--- config.mk ---
export PLATFORM = sky130hd
export DESIGN_NAME = multi_channel_alarm_table_top
export DESIGN_NICKNAME = d
export VERILOG_FILES = /design/src/hw/rtl/mcat_pkg.sv /design/src/hw/rtl/mcat_ms2s.sv /design/src/hw/rtl/mcat_cell.sv /design/src/hw/rtl/multi_channel_alarm_table_top.sv
export SDC_FILE = /design/constraint.sdc
export NUM_CORES = 2
export LEC_CHECK = 0
export BUFFER_PORTS_ARGS = -buffer_cell sky130_fd_sc_hd__buf_4
export CAP_MARGIN = 20
export CORE_MARGIN = 2
export CORE_UTILIZATION = 50
export CTS_CLUSTER_SIZE = 16
export DETAILED_ROUTE_END_ITERATION = 6
export PLACE_DENSITY = 0.71
export SETUP_SLACK_MARGIN = 0.1
export SYNTH_ARGS = -nofsm -noshare
export SYNTH_HDL_FRONTEND = slang
export SYNTH_SLANG_ARGS = --single-unit
--- constraint.sdc ---
create_clock -name clk -period 14.48 [get_ports clk]
set_input_delay 2.896 -clock clk [delete_from_list [all_inputs] [get_ports clk]]
set_output_delay 2.896 -clock clk [all_outputs]
set_load 0.01 [all_outputs]
--- src/hw/rtl/mcat_pkg.sv ---
// Shared types, request codes and constants for the multi-channel alarm table.
// No dependencies; every other file in hw/rtl imports this package.
`timescale 1ns / 1ps

package mcat_pkg;

  // Sizing
  localparam int CHANNELS_DEF = 8;
  localparam int MAX_RESULTS  = 9;
  localparam int RPT_W        = $clog2(MAX_RESULTS);
  localparam int SECS_W       = 22;
  localparam int TIME_W       = 32;
  localparam int CH_W         = 8;
  localparam int MS_W         = 31;

  // Arithmetic constants
  localparam logic [SECS_W-1:0] MAX_SECS = 22'd2147484;
  localparam logic [9:0]        MS_ROUND = 10'd999;
  localparam logic [9:0]        MS_PER_S = 10'd1000;
  // floor(2^36 / 125): x / 1000 == ((x >> 3) * MS_RECIP) >> 36, minus at most one
  localparam logic [29:0]       MS_RECIP = 30'd549755813;
  localparam int                MS_SHIFT = 36;

  // Request codes
  localparam logic [2:0] REQ_SET     = 3'd0;
  localparam logic [2:0] REQ_CLEAR   = 3'd1;
  localparam logic [2:0] REQ_ENABLE  = 3'd2;
  localparam logic [2:0] REQ_DISABLE = 3'd3;
  localparam logic [2:0] REQ_TICK    = 3'd4;
  localparam logic [2:0] REQ_TRIP    = 3'd5;

  // Status codes
  localparam logic [1:0] ST_OK      = 2'd0;
  localparam logic [1:0] ST_BAD_CH  = 2'd1;
  localparam logic [1:0] ST_BAD_INT = 2'd2;

  // Commands broadcast to the channel cells
  localparam logic [2:0] CELL_NOP     = 3'd0;
  localparam logic [2:0] CELL_SET     = 3'd1;
  localparam logic [2:0] CELL_CLEAR   = 3'd2;
  localparam logic [2:0] CELL_ENABLE  = 3'd3;
  localparam logic [2:0] CELL_DISABLE = 3'd4;
  localparam logic [2:0] CELL_TICK    = 3'd5;

  typedef struct packed {
    logic [2:0]      req_type;
    logic [CH_W-1:0] channel;
    logic [MS_W-1:0] interval_ms;
    logic            periodic;
    logic            start_now;
    logic [TIME_W-1:0] now;
  } in_beat_t;

  typedef struct packed {
    logic [1:0]        status;
    logic              fired;
    logic [CH_W-1:0]   fired_channel;
    logic              fired_once;
    logic              configured;
    logic              running_now;
    logic [SECS_W-1:0] next_wait;
    logic              last;
  } out_beat_t;

  typedef struct packed {
    logic [2:0]        op;
    logic [CH_W-1:0]   channel;
    logic [SECS_W-1:0] secs;
    logic              periodic;
    logic              start_now;
    logic [TIME_W-1:0] now;
  } cell_cmd_t;

  typedef struct packed {
    logic configured;
    logic running;
    logic fire;
  } cell_stat_t;

  // Carried down the row: running minimum wait (0 = none) and highest one-shot hit
  typedef struct packed {
    logic [SECS_W-1:0] min_wait;
    logic              once_v;
    logic [CH_W-1:0]   once_ch;
  } chain_t;

endpackage

--- src/hw/rtl/mcat_ms2s.sv ---
// Milliseconds to whole seconds, rounded up, as a three-stage reciprocal pipeline.
// Depends on mcat_pkg.
`timescale 1ns / 1ps

module mcat_ms2s (
  input  logic                       clk,
  input  logic [mcat_pkg::MS_W-1:0]  ms,
  output logic [mcat_pkg::SECS_W-1:0] secs
);
  import mcat_pkg::*;

  logic [TIME_W-1:0] x_r, x_nxt;
  logic [TIME_W-1:0] x2_r;
  logic [58:0]       prod_r;
  logic [SECS_W-1:0] secs_r, secs_nxt;
  logic [SECS_W-1:0] q0;
  logic [TIME_W-1:0] q0k;
  logic [TIME_W-1:0] rem;

  // Stage 1: bias for round-up
  assign x_nxt = {1'b0, ms} + TIME_W'(MS_ROUND);

  // Stage 3: quotient estimate is exact or one low; one compare fixes it
  always_comb begin
    q0       = prod_r[MS_SHIFT +: SECS_W];
    q0k      = (TIME_W'(q0) << 10) - (TIME_W'(q0) << 4) - (TIME_W'(q0) << 3);
    rem      = x2_r - q0k;
    secs_nxt = (rem >= TIME_W'(MS_PER_S)) ? q0 + SECS_W'(1) : q0;
  end

  always_ff @(posedge clk) begin
    x_r    <= x_nxt;
    x2_r   <= x_r;
    prod_r <= x_r[TIME_W-1:3] * MS_RECIP;
    secs_r <= secs_nxt;
  end

  assign secs = secs_r;

endmodule

--- src/hw/rtl/mcat_cell.sv ---
// One alarm channel: its state, its update on broadcast commands and one link
// of the min-wait / one-shot chain. Depends on mcat_pkg.
`timescale 1ns / 1ps

module mcat_cell #(
  parameter int CH_INDEX = 0
) (
  input  logic                   clk,
  input  logic                   rst_n,
  input  mcat_pkg::cell_cmd_t    cmd,
  input  mcat_pkg::chain_t       chain_in,
  output mcat_pkg::chain_t       chain_out,
  output mcat_pkg::cell_stat_t   stat
);
  import mcat_pkg::*;

  localparam logic [CH_W-1:0] MY_CH = CH_W'(CH_INDEX);

  logic [SECS_W-1:0] interval_r, interval_nxt;
  logic [TIME_W-1:0] expiry_r, expiry_nxt;
  logic              periodic_r, periodic_nxt;
  logic              running_r, running_nxt;
  logic              fire_r, fire_nxt;
  logic              once_r, once_nxt;
  logic [SECS_W-1:0] wait_r, wait_nxt;
  chain_t            chain_r, chain_nxt;

  logic              hit;
  logic              due;
  logic [SECS_W-1:0] add_secs;
  logic [TIME_W:0]   sum;
  logic [TIME_W-1:0] expiry_add;
  logic [TIME_W-1:0] diff;

  // Saturating now + interval, shared by set and periodic reload
  always_comb begin
    add_secs   = (cmd.op == CELL_TICK) ? interval_r : cmd.secs;
    sum        = {1'b0, cmd.now} + {{(TIME_W + 1 - SECS_W){1'b0}}, add_secs};
    expiry_add = sum[TIME_W] ? '1 : sum[TIME_W-1:0];
  end

  // Channel state update
  always_comb begin
    hit          = (cmd.channel == MY_CH);
    due          = running_r && (expiry_r <= cmd.now);
    interval_nxt = interval_r;
    expiry_nxt   = expiry_r;
    periodic_nxt = periodic_r;
    running_nxt  = running_r;
    fire_nxt     = fire_r;
    once_nxt     = once_r;
    unique case (cmd.op)
      CELL_SET: begin
        if (hit) begin
          interval_nxt = cmd.secs;
          expiry_nxt   = expiry_add;
          periodic_nxt = cmd.periodic;
          running_nxt  = cmd.start_now;
        end
      end
      CELL_CLEAR: begin
        if (hit) begin
          interval_nxt = '0;
          expiry_nxt   = '0;
          periodic_nxt = 1'b0;
          running_nxt  = 1'b0;
        end
      end
      CELL_ENABLE: begin
        if (hit && (interval_r != '0)) running_nxt = 1'b1;
      end
      CELL_DISABLE: begin
        if (hit) running_nxt = 1'b0;
      end
      CELL_TICK: begin
        fire_nxt = due && periodic_r;
        once_nxt = due && !periodic_r;
        if (due) begin
          if (periodic_r) begin
            expiry_nxt = expiry_add;
          end else begin
            interval_nxt = '0;
            expiry_nxt   = '0;
            periodic_nxt = 1'b0;
            running_nxt  = 1'b0;
          end
        end
      end
      default: ;
    endcase
  end

  // Own remaining wait: 0 when stopped, else at least 1, capped
  always_comb begin
    diff = expiry_r - cmd.now;
    if (!running_r) begin
      wait_nxt = '0;
    end else if (expiry_r > cmd.now) begin
      wait_nxt = (diff > TIME_W'(MAX_SECS)) ? MAX_SECS : diff[SECS_W-1:0];
    end else begin
      wait_nxt = SECS_W'(1);
    end
  end

  // Chain link: merge own wait into the running minimum, later one-shot wins
  always_comb begin
    chain_nxt = chain_in;
    if (wait_r != '0 && (chain_in.min_wait == '0 || wait_r < chain_in.min_wait)) begin
      chain_nxt.min_wait = wait_r;
    end
    if (once_r) begin
      chain_nxt.once_v  = 1'b1;
      chain_nxt.once_ch = MY_CH;
    end
  end

  always_ff @(posedge clk) begin
    if (!rst_n) begin
      interval_r <= '0;
      expiry_r   <= '0;
      periodic_r <= 1'b0;
      running_r  <= 1'b0;
      fire_r     <= 1'b0;
      once_r     <= 1'b0;
    end else begin
      interval_r <= interval_nxt;
      expiry_r   <= expiry_nxt;
      periodic_r <= periodic_nxt;
      running_r  <= running_nxt;
      fire_r     <= fire_nxt;
      once_r     <= once_nxt;
    end
  end

  always_ff @(posedge clk) begin
    wait_r  <= wait_nxt;
    chain_r <= chain_nxt;
  end

  assign chain_out       = chain_r;
  assign stat.configured = (interval_r != '0);
  assign stat.running    = running_r;
  assign stat.fire       = fire_r;

endmodule

--- src/hw/rtl/multi_channel_alarm_table_top.sv ---
// Multi-channel alarm table: one request at a time, results through an output
// register. A row of CHANNELS cells holds the alarm state; each set, clear, enable,
// disable or tick that is not rejected is applied to the cells in the apply state,
// then the minimum wait and the highest expired one-shot ripple down the row one
// cell per cycle, and a tick then sweeps the cells in index order, one per cycle
// unless a firing report waits on the output, to report periodic firings, followed
// by a one-shot report if one expired. A set first passes through the ms-to-seconds
// conversion. Depends on mcat_pkg, mcat_ms2s and mcat_cell.
`timescale 1ns / 1ps

module multi_channel_alarm_table_top #(
  parameter int CHANNELS = mcat_pkg::CHANNELS_DEF
) (
  input  logic                clk,
  input  logic                rst_n,
  input  logic                in_valid,
  output logic                in_ready,
  input  mcat_pkg::in_beat_t  in_data,
  output logic                out_valid,
  input  logic                out_ready,
  output mcat_pkg::out_beat_t out_data
);
  import mcat_pkg::*;

  localparam int IDX_W = (CHANNELS > 1) ? $clog2(CHANNELS) : 1;
  localparam int CNT_W = $clog2(CHANNELS + 2);

  localparam logic [2:0] S_IDLE   = 3'd0;
  localparam logic [2:0] S_DIV    = 3'd1;
  localparam logic [2:0] S_APPLY  = 3'd2;
  localparam logic [2:0] S_SCAN   = 3'd3;
  localparam logic [2:0] S_RESULT = 3'd4;
  localparam logic [2:0] S_REPORT = 3'd5;
  localparam logic [2:0] S_ONCE   = 3'd6;
  localparam logic [2:0] S_FINAL  = 3'd7;

  logic [2:0]       state_r, state_nxt;
  logic [CNT_W-1:0] cnt_r, cnt_nxt;
  logic [RPT_W-1:0] rpt_r, rpt_nxt;
  in_beat_t         req_r, req_nxt;
  logic             out_valid_r, out_valid_nxt;
  out_beat_t        out_data_r, out_data_nxt;

  logic              in_acc;
  logic              in_ok;
  logic              req_ok;
  logic              out_free;
  logic              emit;
  out_beat_t         emit_data;
  logic [SECS_W-1:0] secs;
  cell_cmd_t         cmd;
  cell_stat_t        stat_v [CHANNELS];
  chain_t            link [CHANNELS+1];
  chain_t            tail;
  logic [IDX_W-1:0]  a_idx;
  logic [IDX_W-1:0]  s_idx;
  logic              a_conf;
  logic              a_run;
  logic [RPT_W-1:0]  limit;
  logic [2:0]        cell_op;

  // Seconds conversion for set
  mcat_ms2s u_ms2s (
    .clk  (clk),
    .ms   (req_r.interval_ms),
    .secs (secs)
  );

  // Row of channel cells
  assign link[0] = '0;
  for (genvar g = 0; g < CHANNELS; g++) begin : g_ch
    mcat_cell #(.CH_INDEX(g)) u_ch (
      .clk       (clk),
      .rst_n     (rst_n),
      .cmd       (cmd),
      .chain_in  (link[g]),
      .chain_out (link[g+1]),
      .stat      (stat_v[g])
    );
  end
  assign tail = link[CHANNELS];

  // Request decode and addressed-channel lookup
  always_comb begin
    in_ok  = (in_data.channel < CH_W'(CHANNELS));
    req_ok = (req_r.channel < CH_W'(CHANNELS));
    a_idx  = req_r.channel[IDX_W-1:0];
    s_idx  = cnt_r[IDX_W-1:0];
    a_conf = req_ok && stat_v[a_idx].configured;
    a_run  = req_ok && stat_v[a_idx].running;
    limit  = RPT_W'(MAX_RESULTS - 1) - RPT_W'(tail.once_v);
    unique case (req_r.req_type)
      REQ_SET:     cell_op = CELL_SET;
      REQ_CLEAR:   cell_op = CELL_CLEAR;
      REQ_ENABLE:  cell_op = CELL_ENABLE;
      REQ_DISABLE: cell_op = CELL_DISABLE;
      REQ_TICK:    cell_op = CELL_TICK;
      default:     cell_op = CELL_NOP;
    endcase
  end

  // Broadcast command; cells only act during the apply cycle
  always_comb begin
    cmd.op        = (state_r == S_APPLY) ? cell_op : CELL_NOP;
    cmd.channel   = req_r.channel;
    cmd.secs      = secs;
    cmd.periodic  = req_r.periodic;
    cmd.start_now = req_r.start_now;
    cmd.now       = req_r.now;
  end

  assign in_ready = (state_r == S_IDLE);
  assign in_acc   = in_valid && in_ready;
  assign out_free = !out_valid_r || out_ready;

  // Sequencer
  always_comb begin
    state_nxt = state_r;
    cnt_nxt   = cnt_r;
    rpt_nxt   = rpt_r;
    req_nxt   = req_r;
    emit      = 1'b0;
    emit_data = '0;
    unique case (state_r)
      S_IDLE: begin
        if (in_acc) begin
          req_nxt = in_data;
          cnt_nxt = '0;
          rpt_nxt = '0;
          priority if (in_data.req_type > REQ_TRIP) begin
            state_nxt = S_RESULT;
          end else if (in_data.req_type == REQ_TICK) begin
            state_nxt = S_APPLY;
          end else if (!in_ok || in_data.req_type == REQ_TRIP) begin
            state_nxt = S_RESULT;
          end else if (in_data.req_type == REQ_SET) begin
            state_nxt = (in_data.interval_ms == '0) ? S_RESULT : S_DIV;
          end else begin
            state_nxt = S_APPLY;
          end
        end
      end
      S_DIV: begin
        cnt_nxt = cnt_r + CNT_W'(1);
        if (cnt_r == CNT_W'(2)) begin
          cnt_nxt   = '0;
          state_nxt = S_APPLY;
        end
      end
      S_APPLY: begin
        cnt_nxt   = '0;
        state_nxt = S_SCAN;
      end
      S_SCAN: begin
        cnt_nxt = cnt_r + CNT_W'(1);
        if (cnt_r == CNT_W'(CHANNELS)) begin
          cnt_nxt   = '0;
          state_nxt = (req_r.req_type == REQ_TICK) ? S_REPORT : S_RESULT;
        end
      end
      S_RESULT: begin
        emit_data.last = 1'b1;
        priority if (req_r.req_type > REQ_TRIP) begin
          emit_data.status = ST_OK;
        end else if (!req_ok) begin
          emit_data.status = ST_BAD_CH;
        end else if (req_r.req_type == REQ_TRIP) begin
          emit_data.fired         = a_conf;
          emit_data.fired_channel = a_conf ? req_r.channel : '0;
          emit_data.configured    = a_conf;
          emit_data.running_now   = a_run;
        end else if (req_r.req_type == REQ_SET && req_r.interval_ms == '0) begin
          emit_data.status = ST_BAD_INT;
        end else begin
          emit_data.configured  = a_conf;
          emit_data.running_now = a_run;
          emit_data.next_wait   = tail.min_wait;
        end
        if (out_free) begin
          emit      = 1'b1;
          state_nxt = S_IDLE;
        end
      end
      S_REPORT: begin
        emit_data.fired         = 1'b1;
        emit_data.fired_channel = CH_W'(s_idx);
        emit_data.configured    = stat_v[s_idx].configured;
        emit_data.running_now   = stat_v[s_idx].running;
        emit_data.next_wait     = tail.min_wait;
        if (!(stat_v[s_idx].fire && rpt_r < limit) || out_free) begin
          if (stat_v[s_idx].fire && rpt_r < limit) begin
            emit    = 1'b1;
            rpt_nxt = rpt_r + RPT_W'(1);
          end
          cnt_nxt = cnt_r + CNT_W'(1);
          if (cnt_r == CNT_W'(CHANNELS - 1)) begin
            cnt_nxt   = '0;
            state_nxt = tail.once_v ? S_ONCE : S_FINAL;
          end
        end
      end
      S_ONCE: begin
        emit_data.fired         = 1'b1;
        emit_data.fired_channel = tail.once_ch;
        emit_data.fired_once    = 1'b1;
        emit_data.next_wait     = tail.min_wait;
        if (out_free) begin
          emit      = 1'b1;
          state_nxt = S_FINAL;
        end
      end
      S_FINAL: begin
        emit_data.configured  = a_conf;
        emit_data.running_now = a_run;
        emit_data.next_wait   = tail.min_wait;
        emit_data.last        = 1'b1;
        if (out_free) begin
          emit      = 1'b1;
          state_nxt = S_IDLE;
        end
      end
      default: state_nxt = S_IDLE;
    endcase
  end

  // Output register
  always_comb begin
    out_valid_nxt = out_valid_r;
    out_data_nxt  = out_data_r;
    if (emit) begin
      out_valid_nxt = 1'b1;
      out_data_nxt  = emit_data;
    end else if (out_ready) begin
      out_valid_nxt = 1'b0;
    end
  end

  always_ff @(posedge clk) begin
    if (!rst_n) begin
      state_r     <= S_IDLE;
      cnt_r       <= '0;
      rpt_r       <= '0;
      out_valid_r <= 1'b0;
    end else begin
      state_r     <= state_nxt;
      cnt_r       <= cnt_nxt;
      rpt_r       <= rpt_nxt;
      out_valid_r <= out_valid_nxt;
    end
  end

  always_ff @(posedge clk) begin
    req_r      <= req_nxt;
    out_data_r <= out_data_nxt;
  end

  assign out_valid = out_valid_r;
  assign out_data  = out_data_r;

  // Checks
  a_rpt_bound: assert property (@(posedge clk) disable iff (!rst_n)
    rpt_r <= RPT_W'(MAX_RESULTS - 1))
    else $error("periodic report count over limit");

  a_last_idle: assert property (@(posedge clk) disable iff (!rst_n)
    (emit && emit_data.last) |=> (state_r == S_IDLE))
    else $error("final beat did not return to idle");

  a_once_shape: assert property (@(posedge clk) disable iff (!rst_n)
    (out_valid_r && out_data_r.fired_once) |->
      (out_data_r.fired && !out_data_r.configured && !out_data_r.running_now))
    else $error("one-shot report malformed");

  a_err_single: assert property (@(posedge clk) disable iff (!rst_n)
    (out_valid_r && out_data_r.status != ST_OK) |->
      (out_data_r.last && !out_data_r.fired && out_data_r.next_wait == '0))
    else $error("rejected request beat malformed");

  a_fired_range: assert property (@(posedge clk) disable iff (!rst_n)
    (out_valid_r && out_data_r.fired) |-> (out_data_r.fired_channel < CH_W'(CHANNELS)))
    else $error("fired channel out of range");

endmodule

==> results.tsv <==
metric	value	unit
outcome	finished, violations left	
failing checks	DRC	
commonest non-fill, non-tap cells in the layout	ha_1, dfxtp_1, nand2_1	
RR Endpoint	u_ms2s.prod_r[57]	
Worst R2R Setup Slack	6.47	ns
RSZ-0062 raised after global routing	no	
biggest area consumer among synthesized cells	dfxtp_1	
IO Port Bufs	118	
commonest non-fill, non-tap cell in the layout	ha_1	
vias in the first global route	71100	
initial antenna violation count	17	
type of the worst setup path	register to register	
Post-synth top flop	dfxtp_1	
first-pass GRT wire length	457000	um
Critical Path AT	8.72	ns
Yosys Warn Count	0	
clock buffer depth	3	
Synth top area share	0.230	
DRT antenna net count	0	
crit share post-route	0.553	
Routed WL per cell	25.9	um
Rel. slew slack	0.163	
fin crit period	8.01	ns
Worst Path Max Fanout	12	
Hold EP	g_ch[0].u_ch.chain_out[9]	
Final Non-Filler Cells	12000	
num rows	149	
setup TNS	0	ns
CP Data Required Time	15.20	ns
r2r worst-path depth	24	
clk_lat worst skew	0.84	ns
Final setup viols	0	
DRT Pass-1 Iters	7	
crit path max-delay cell type	a2111oi_0	
Least-Margin Pin Slew	1.25	ns
Worst R2R Start	u_ms2s.x_r[6]	
fmax	0.125	GHz
Final #Nets	11100	
DR vias/cell	6.26	
IO Count	119	
worst-path cell chain	inv_1, ha_1, fa_1, inv_1, fa_1, ha_1, inv_1, fa_1, fa_1, inv_1, fa_1, fa_1, ha_1, a21o_1, a21o_1, a2111oi_0, nor3_1, a41oi_1, nand3_1, a32oi_1, o21ai_0, or4_1, a31oi_1, xnor2_1	
Synth Cell Area	83500	um2
Hold Crit Start	g_ch[0].u_ch.wait_r[0]	
WHS Path Cells	0	
largest cells by area after synthesis	dfxtp_1, ha_1, fa_1	
gate count after technology mapping	9756	
CTS buffer count	120	
Die Area	170000	um2
Die Y-Extent	413	um
largest net degree at the start of global routing	116	
Top cell by count, worst path	fa_1	
mean post-synth cell area	8.56	um2
worst hold path class	register to register	
Worst-path clk slew	0.06	ns
post-CTS setup buffer count	0	
Final Max Tran Viols	0	
FFs w/ async S/R, synth	0	
H-tree Lvls	3	
global placer's final weighted congestion	1.01	
post-synthesis register bit count	1072	
drc violations	1	
share of cells above drive strength 1	0.0759	
Cell variety after synth	95	
crit end category	register	
Root Driver	clkbuf_16	
CTS Sinks	1072	
P&R area growth vs syn	9.29	%
Startpoint Class	register	
slowest stage delay, CP	0.76	ns
Resize count post-CTS	0	
Initial Util	0.505	
die width	413	um
gr usage total	0.357	
post-detail-place hpwl	246000	um
Post-synth EDFFs	113	
CTS tree	yes	
Max-cap violations	0	
Placeable Area	165000	um2
gr ovfl total	0	
placed cells	11800	
drt first-iter violations	8697	
wirelength, routed	312000	um
total number of vias	75300	
Fin Clk Skew	0.0819	ns
register area share after synthesis	0.271	
# hold bufs at CTS	0	
final hold violations	0	
cell usage after synthesis (23+ instances only):
library cell / number
mux2i_1: 90
o21a_1: 102
edfxtp_1: 113
o21ai_0: 525
or4_1: 51
or2_2: 47
nor4_1: 167
dfxtp_1: 959
a22oi_1: 35
nor3b_1: 24
nand2b_1: 100
nor2b_1: 100
o21bai_1: 77
a22o_1: 46
and4_1: 30
a2111oi_0: 23
xnor2_1: 285
nor3_1: 182
clkbuf_1: 403
nor2_1: 537
o211ai_1: 41
nand4_1: 150
and2_1: 85
a21o_1: 520
ha_1: 1007
a21oi_1: 780
fa_1: 320
inv_1: 840
a31oi_1: 95
a211oi_1: 55
and3_1: 102
o31ai_1: 42
a31o_2: 50
or3_1: 53
xor2_1: 129
nand2_1: 876
mux2_2: 97
nand3_1: 176
a211o_1: 30
area by class of cell:
| class | instances | area (um2) |
|---|---|---|
| Multi-Input combinational cell | 7418 | 56200 |
| Clock inverter | 77 | 1010 |
| Tap cell | 2189 | 2740 |
| Timing Repair Buffer | 264 | 2100 |
| Antenna cell | 7 | 17.5 |
| Clock buffer | 150 | 3340 |
| Sequential cell | 1072 | 22600 |
| Inverter | 848 | 3190 |
| Fill cell | 15200 | 74100 |
logic make-up after synthesis:
family | synth area share
AO/OA/AOI/OAI | 0.209
XOR/XNOR | 0.0434
adder cells (fa/ha/maj) | 0.228
buffers and inverters | 0.0573
flip-flops | 0.271
multiplexers | 0.0266
other | 0.0000449
AND/OR/NAND/NOR | 0.165
per-layer routing:
layer	global-route usage	vias up	part of all wire
met1	0.488	36300	0.42
met5	0	-	0.00032
met4	0.162	14	0.054
met3	0.0789	691	0.10
li1	-	34700	-
met2	0.535	3533	0.42
registers in the layout, summed over array words and instances, names as in the netlist, 8 cells and up:
name,flops
u_ms2s.secs,22
g_ch.u_ch.periodic_r,8
g_ch.u_ch.running_r,8
req_r,34
g_ch.u_ch.expiry_r,256
u_ms2s.prod_r,24
g_ch.u_ch.interval_r,176
g_ch.u_ch.once_r,8
cmd,39
g_ch.u_ch.fire_r,8
out_data,37
g_ch.u_ch.wait_r,176
g_ch.u_ch.chain_out,201
u_ms2s.x2_r,29
u_ms2s.x_r,31
critical path, delay by kind of cell, from the launching register on:
kind,cells,cell delay [ns]
simple gates,3,0.84
buf+inv,4,0.25
fa+ha+maj,9,3.84
compound gates,7,2.22
flops,1,0.68
xor+xnor,1,0.13
how the worst max path moves through the flow:
stage | slack (ns) | cells after the start | from | end
after floorplan | 7.54 | 24 | u_ms2s.x_r[6] | u_ms2s.prod_r[57]
after global placement | 6.49 | 24 | u_ms2s.x_r[6] | u_ms2s.prod_r[57]
after detailed placement | 6.53 | 24 | u_ms2s.x_r[6] | u_ms2s.prod_r[57]
after CTS | 6.51 | 24 | u_ms2s.x_r[6] | u_ms2s.prod_r[57]
after global routing | 5.98 | 24 | u_ms2s.x_r[6] | u_ms2s.prod_r[57]
final | 6.47 | 24 | u_ms2s.x_r[6] | u_ms2s.prod_r[57]
through the flow:
stage | hold WS [ns] | instance area, um2 | util | setup slack [ns]
floorplan | 0.310 | 83500 | - | 7.54
global placement | 0.311 | 86600 | 0.524 | 6.49
detailed placement | 0.312 | 86700 | 0.524 | 6.53
CTS | 0.320 | 91000 | 0.550 | 6.51
global route | 0.327 | 91200 | 0.552 | 5.98
finish | 0.321 | 91200 | 0.552 | 6.47
Power is left out: the tool's default activity adds up to more than one toggle a clock period on the data nets, which glitch-free logic cannot reach.
